[src/rtl/f2h_pkg.sv]
// Shared types and constants for the single precision to 16-bit converter.
// No dependencies; imported by f2h_convert and fp32_to_half_converter.
package f2h_pkg;

    typedef enum logic
    {
        FMT_HALF = 1'b0,
        FMT_BF16 = 1'b1
    } fmt_t;

    localparam int SINGLE_W = 32;
    localparam int HALF_W   = 16;

    localparam logic [15:0] SIGN_BIT16   = 16'h8000;
    localparam logic [15:0] HALF_INF     = 16'h7c00;

    // Single exponent thresholds, with e = exp - 112 in half terms
    localparam logic [7:0]  EXP_REBIAS   = 8'd112;  // e == 0
    localparam logic [7:0]  EXP_UNDER    = 8'd102;  // e == -10
    localparam logic [7:0]  EXP_OVER     = 8'd143;  // e == 31
    localparam logic [7:0]  DENORM_SHIFT = 8'd126;  // shift = 14 - e

endpackage

[src/rtl/fp32_to_half_converter.sv]
// Top level of the single precision to half / bfloat16 stream converter.
// Depends on f2h_pkg and f2h_convert.
//
// Converts one 32-bit IEEE single pattern per transaction into a 16-bit
// pattern, IEEE half (target_format 0) or bfloat16 (target_format 1). The
// block accepts one transaction every cycle unless the output is stalled; an
// input register feeds the conversion logic, which feeds the output register.
// Half mode rounds by adding the first dropped bit, turns overflow, infinity
// and NaN into signed infinity, and flushes tiny values to signed zero. Write
// target_format only while no transaction is in flight.
module fp32_to_half_converter
    import f2h_pkg::*;
(
    input  logic                clk,
    input  logic                rst_n,
    input  logic                cfg_wr_en,
    input  logic                cfg_wr_data,
    input  logic                s_axis_tvalid,
    output logic                s_axis_tready,
    input  logic [SINGLE_W-1:0] s_axis_tdata,   // [31:0] single_bits
    output logic                m_axis_tvalid,
    input  logic                m_axis_tready,
    output logic [HALF_W-1:0]   m_axis_tdata    // [15:0] half_bits
);

    fmt_t                target_format_reg;
    logic                s1_valid_reg;
    logic [SINGLE_W-1:0] s1_data_reg;
    logic                out_valid_reg;
    logic [HALF_W-1:0]   out_data_reg;
    logic [HALF_W-1:0]   conv_result;
    logic                out_ready;
    logic                s1_ready;

    always_ff @(posedge clk or negedge rst_n)
    begin
        if (!rst_n)
        begin
            target_format_reg <= FMT_HALF;
        end
        else if (cfg_wr_en)
        begin
            target_format_reg <= fmt_t'(cfg_wr_data);
        end
    end

    // Each stage advances when the one after it is empty or draining
    assign out_ready     = !out_valid_reg || m_axis_tready;
    assign s1_ready      = !s1_valid_reg || out_ready;
    assign s_axis_tready = s1_ready;

    always_ff @(posedge clk or negedge rst_n)
    begin
        if (!rst_n)
        begin
            s1_valid_reg  <= 1'b0;
            out_valid_reg <= 1'b0;
        end
        else
        begin
            if (s1_ready)
            begin
                s1_valid_reg <= s_axis_tvalid;
            end
            if (out_ready)
            begin
                out_valid_reg <= s1_valid_reg;
            end
        end
    end

    always_ff @(posedge clk)
    begin
        if (s1_ready && s_axis_tvalid)
        begin
            s1_data_reg <= s_axis_tdata;
        end
        if (out_ready && s1_valid_reg)
        begin
            out_data_reg <= conv_result;
        end
    end

    f2h_convert u_convert
    (
        .single_bits   (s1_data_reg),
        .target_format (target_format_reg),
        .half_bits     (conv_result)
    );

    assign m_axis_tvalid = out_valid_reg;
    assign m_axis_tdata  = out_data_reg;

    // A stalled input stage keeps its transaction
    a_s1_hold: assert property (@(posedge clk) disable iff (!rst_n)
        (s1_valid_reg && !out_ready) |=> (s1_valid_reg && $stable(s1_data_reg)))
        else $error("input stage lost or changed a stalled transaction");

    // A transaction leaving the input stage shows up at the output
    a_s1_to_out: assert property (@(posedge clk) disable iff (!rst_n)
        (s1_valid_reg && out_ready) |=> m_axis_tvalid)
        else $error("transaction dropped between stages");

    // The output register only loads the converted value of the input stage
    a_out_value: assert property (@(posedge clk) disable iff (!rst_n)
        (s1_valid_reg && out_ready) |=> (m_axis_tdata == $past(conv_result)))
        else $error("output register does not match conversion");

endmodule

[src/rtl/f2h_convert.sv]
// Combinational conversion of one single precision pattern to half or bfloat16.
// Depends on f2h_pkg for the format type and exponent thresholds.
module f2h_convert
    import f2h_pkg::*;
(
    input  logic [SINGLE_W-1:0] single_bits,
    input  fmt_t                target_format,
    output logic [HALF_W-1:0]   half_bits
);

    logic [15:0] sign;
    logic [7:0]  exp8;
    logic [22:0] mant;
    logic [23:0] mant_full;
    logic [7:0]  shift_wide;
    logic [4:0]  shift;
    logic [4:0]  shift_m1;
    logic [23:0] denorm_shifted;
    logic        denorm_round;
    logic [15:0] denorm_res;
    logic [7:0]  exp_diff;
    logic [15:0] normal_res;
    logic [15:0] half_res;
    logic [15:0] bf16_res;

    assign sign      = {single_bits[31], 15'd0};
    assign exp8      = single_bits[30:23];
    assign mant      = single_bits[22:0];
    assign mant_full = {1'b1, mant};

    // Denormal range: shift the mantissa with hidden bit by 14..24
    assign shift_wide     = DENORM_SHIFT - exp8;
    assign shift          = shift_wide[4:0];
    assign shift_m1       = shift - 5'd1;
    assign denorm_shifted = mant_full >> shift;
    assign denorm_round   = mant_full[shift_m1];
    assign denorm_res     = sign | (denorm_shifted[15:0] + {15'd0, denorm_round});

    // Normal range: rebias, drop 13 bits, add the first dropped bit
    assign exp_diff   = exp8 - EXP_REBIAS;
    assign normal_res = (sign | {1'b0, exp_diff[4:0], mant[22:13]}) + {15'd0, mant[12]};

    always_comb
    begin
        if (exp8 < EXP_UNDER)
        begin
            half_res = sign;
        end
        else if (exp8 <= EXP_REBIAS)
        begin
            half_res = denorm_res;
        end
        else if (exp8 >= EXP_OVER)
        begin
            half_res = sign | HALF_INF;
        end
        else
        begin
            half_res = normal_res;
        end
    end

    // Adding 0x8000 and keeping the top half wraps at the word boundary
    assign bf16_res = single_bits[31:16] + {15'd0, single_bits[15]};

    always_comb
    begin
        unique case (target_format)
            FMT_HALF: half_bits = half_res;
            FMT_BF16: half_bits = bf16_res;
            default:  half_bits = half_res;
        endcase
    end

endmodule
[config.mk]
export PLATFORM = sky130hd
export DESIGN_NAME = fp32_to_half_converter
export DESIGN_NICKNAME = d
export VERILOG_FILES = /design/src/rtl/f2h_pkg.sv /design/src/rtl/fp32_to_half_converter.sv /design/src/rtl/f2h_convert.sv
export SDC_FILE = /design/constraint.sdc
export NUM_CORES = 1
export LEC_CHECK = 0
export ABC_AREA = 1
export CORE_ASPECT_RATIO = 1.75
export CORE_UTILIZATION = 50
export CTS_CLUSTER_SIZE = 16
export DETAILED_ROUTE_END_ITERATION = 12
export DONT_BUFFER_PORTS = 1
export PLACE_DENSITY_LB_ADDON = 0.25
export SYNTH_ARGS = -nofsm -noshare
export SYNTH_HDL_FRONTEND = slang
export SYNTH_SLANG_ARGS = --single-unit
[constraint.sdc]
create_clock -name clk -period 9.8 [get_ports clk]
set_input_delay 0.98 -clock clk [delete_from_list [all_inputs] [get_ports clk]]
set_output_delay 0.98 -clock clk [all_outputs]
set_load 0.05 [all_outputs]
==> impl_results.md <==
- Max VDD drop: 0.0962 mV
- Commonest non-fill, non-tap cells in the layout: 181 x nand2_1, 120 x nand3_1, 63 x inv_1
- Detailed placement HPWL: 10.5 mm
- Chip Height: 128 um
- Area after DPL: 4570 sq um
- Pwr dens: between 150 and 200 nW/um^2
- Clock Latency Late Sink: 0.30 ns
- Hold WS: 0.363 ns
- Core box area: a little under 9000 sq um
- CTS tree: yes
- Routability cong.: roughly 1.0
- First-pass GRT wire length: roughly 21 mm
- Critical path's largest stage delay: about 0.92 ns
- Worst Tran Pin Value: 1.09 ns
- Post-route cell area: ~4700 sq um
- Min Clock Period, post-route: 4.47 ns
- Worst Path Arrival: 4.54 ns
- Final setup fails: 0
- Relative slew slack: 27.3%
- ANT cells: 0
- H-tree Lvls: 2
- DRT iter0 DRCs: 348
- Routed WL: 13.1 mm
- Worst-case clock buffer depth: 2
- Max reg flops: 32
- Nets: around 700
- Reg2reg setup slack: 5.33 ns
- Vias: ~4,400
- Commonest non-fill, non-tap cell in the layout: nand2_1
- Avg Cell Area, Syn: ~7.0 sq um
- Asr flop ratio synth: 5.88%
- Count of different cell masters after synthesis: 40
- DR vias/cell: just under 6
- I/O pin total: 56
- Critical Path Source: s1_data_reg[23]
- Port bufs: 0
- Total gr overflow: 0
- Placed cells: 750
- Setup Buffers After CTS: 0
- Run status: completed
- Chip width: 74.2 um
- Crit. End Element: register
- Largest net degree at the start of global routing: 33
- Syn Nets: approximately 700
- Synthesized area: 4560 sq um
- Routed wire per std cell: 17.3 um
- Max-Cap Viols: 0
- Clock Tree Root: clkbuf_16
- Final instance count without filler cells: 758
- Reg clk slew, reported paths: around 0.07 ns
- Fmax: 0.224 GHz
- Post-synthesis sequential area ratio: 33.2%
- Cells after Synth: 652
- Worst Hold Class: in2async
- TritonRoute pass-1 iters: 6
- # hold bufs at CTS: 0
- Gr usage total: 29.7%
- Post-synth EDFFs: 48
- Number of global-route vias before repair: 4,268
- Initial core utilization: 51.9%
- Setup Skew: between 0.009 and 0.01 ns
- #FFs+latches synth: around 50
- CP Max Fanout: 29
- DRT antenna net count: 0
- CP startpoint kind: register
- Post-CTS sizing: 0
- Area Overhead vs Synth: 3.48%
- Path depth of the worst reg2reg path: 21
- Critical path class: reg2reg
- Remaining DRCs: 0
- DIE AREA: 9520 sq um
- Setup TNS Final: 0 ns
- RSZ-0062 raised after global routing: false
- WP data required: 9.87 ns
- # clock sinks: 51
- Slowest CP cell: ha_1
- Slew Limit Fails: 0
- LEAKAGE: approximately 2.1 nW
- CP Cell Sequence: buf_4 > inv_4 > ha_1 > nor2_1 > nor2_1 > nand3_1 > a32o_1 > nand2_1 > o21ai_0 > a21oi_1 > ha_1 > ha_1 > nand2_1 > inv_2 > nand2_2 > nor2_4 > nand2_2 > o21ai_2 > nand3_1 > nand2_1 > nand2_1
- R2r startpoint: s1_data_reg[23]
- Share of layout cells above drive strength 1: a little over a tenth
- Final period util: 45.7%
- Initial antenna violation count: 0
- Yosys Warn Count: 0
- Most frequent CP cell: nand2_1
- CTS buffer count: 5
- Row cnt: 45
- Main synth FF type: edfxtp_1
- Final hold violations: 0
[final cells by class]
type | count | area [sq um]
Fill cell | 885 | 4060
Multi-Input combinational cell | 503 | 2600
Sequential cell | 51 | 1520
Inverter | 76 | 292
Tap cell | 117 | 146
Clock buffer | 5 | 125
Clock inverter | 3 | 22.5
Timing Repair Buffer | 3 | 22.5
[cell usage after synthesis, drive strengths merged (4+ instances only)]
cell type	instances	area (sq um)
o21ai	44	239
buf	20	150
inv	74	283
a31oi	4	25.0
nor2	63	314
o211ai	4	30.0
xor2	13	114
nor3	5	25.0
ha	12	150
nand3	130	701
nand2	196	783
a21oi	14	73.8
edfxtp	48	1440
[where the power goes]
group | internal (W) | total, W | switching, W
Clock | 0.0000956 | 0.000176 | 0.0000804
Combinational | 0.0000736 | 0.000247 | 0.000173
Sequential | 0.000267 | 0.000316 | 0.0000495
[cell families after synthesis]
group	after synthesis	synth area share, %
AO/OA/AOI/OAI	77	10.0
XOR/XNOR	16	3.07
AND/OR/NAND/NOR	398	40.5
flip-flops	51	33.2
adder cells (fa/ha/maj)	12	3.29
buffers and inverters	98	9.85
[worst max-delay path: cells and delay by family (launching register included)]
kind            cells  cell delay, ns
compound gates      4            0.62
simple gates       11            1.45
fa+ha+maj           3            1.28
flops               1            0.32
buf+inv             3            0.56
[stage by stage]
stage                     setup slack (ns)  util, %  total power (W)
after detailed placement              5.40     52.1         0.000563
after global routing                  4.97     53.7         0.000783
final                                 5.33     53.7         0.000739
after CTS                             5.39     53.7         0.000736
after floorplan                       6.29        -         0.000510
after global placement                5.52     52.1         0.000561
[worst paths after layout]
check / end
setup reg to reg: m_axis_tdata[12]
hold reg to reg: m_axis_tvalid
max in group asynchronous: s1_valid_reg
setup / recovery: m_axis_tdata[12]
min in group clk: m_axis_tvalid
hold / removal: m_axis_tvalid
[per-layer routing]
layer	up-vias	wire length [um]	GRT usage, %	share of wire (%)
met5	-	0	0	0
met4	0	822	20.0	6.3
met3	48	445	3.76	3.4
met2	177	7320	56.0	56
met1	2029	4550	28.7	35
li1	2141	-	-	-
Note: power is estimated with default switching activity, not from simulation.
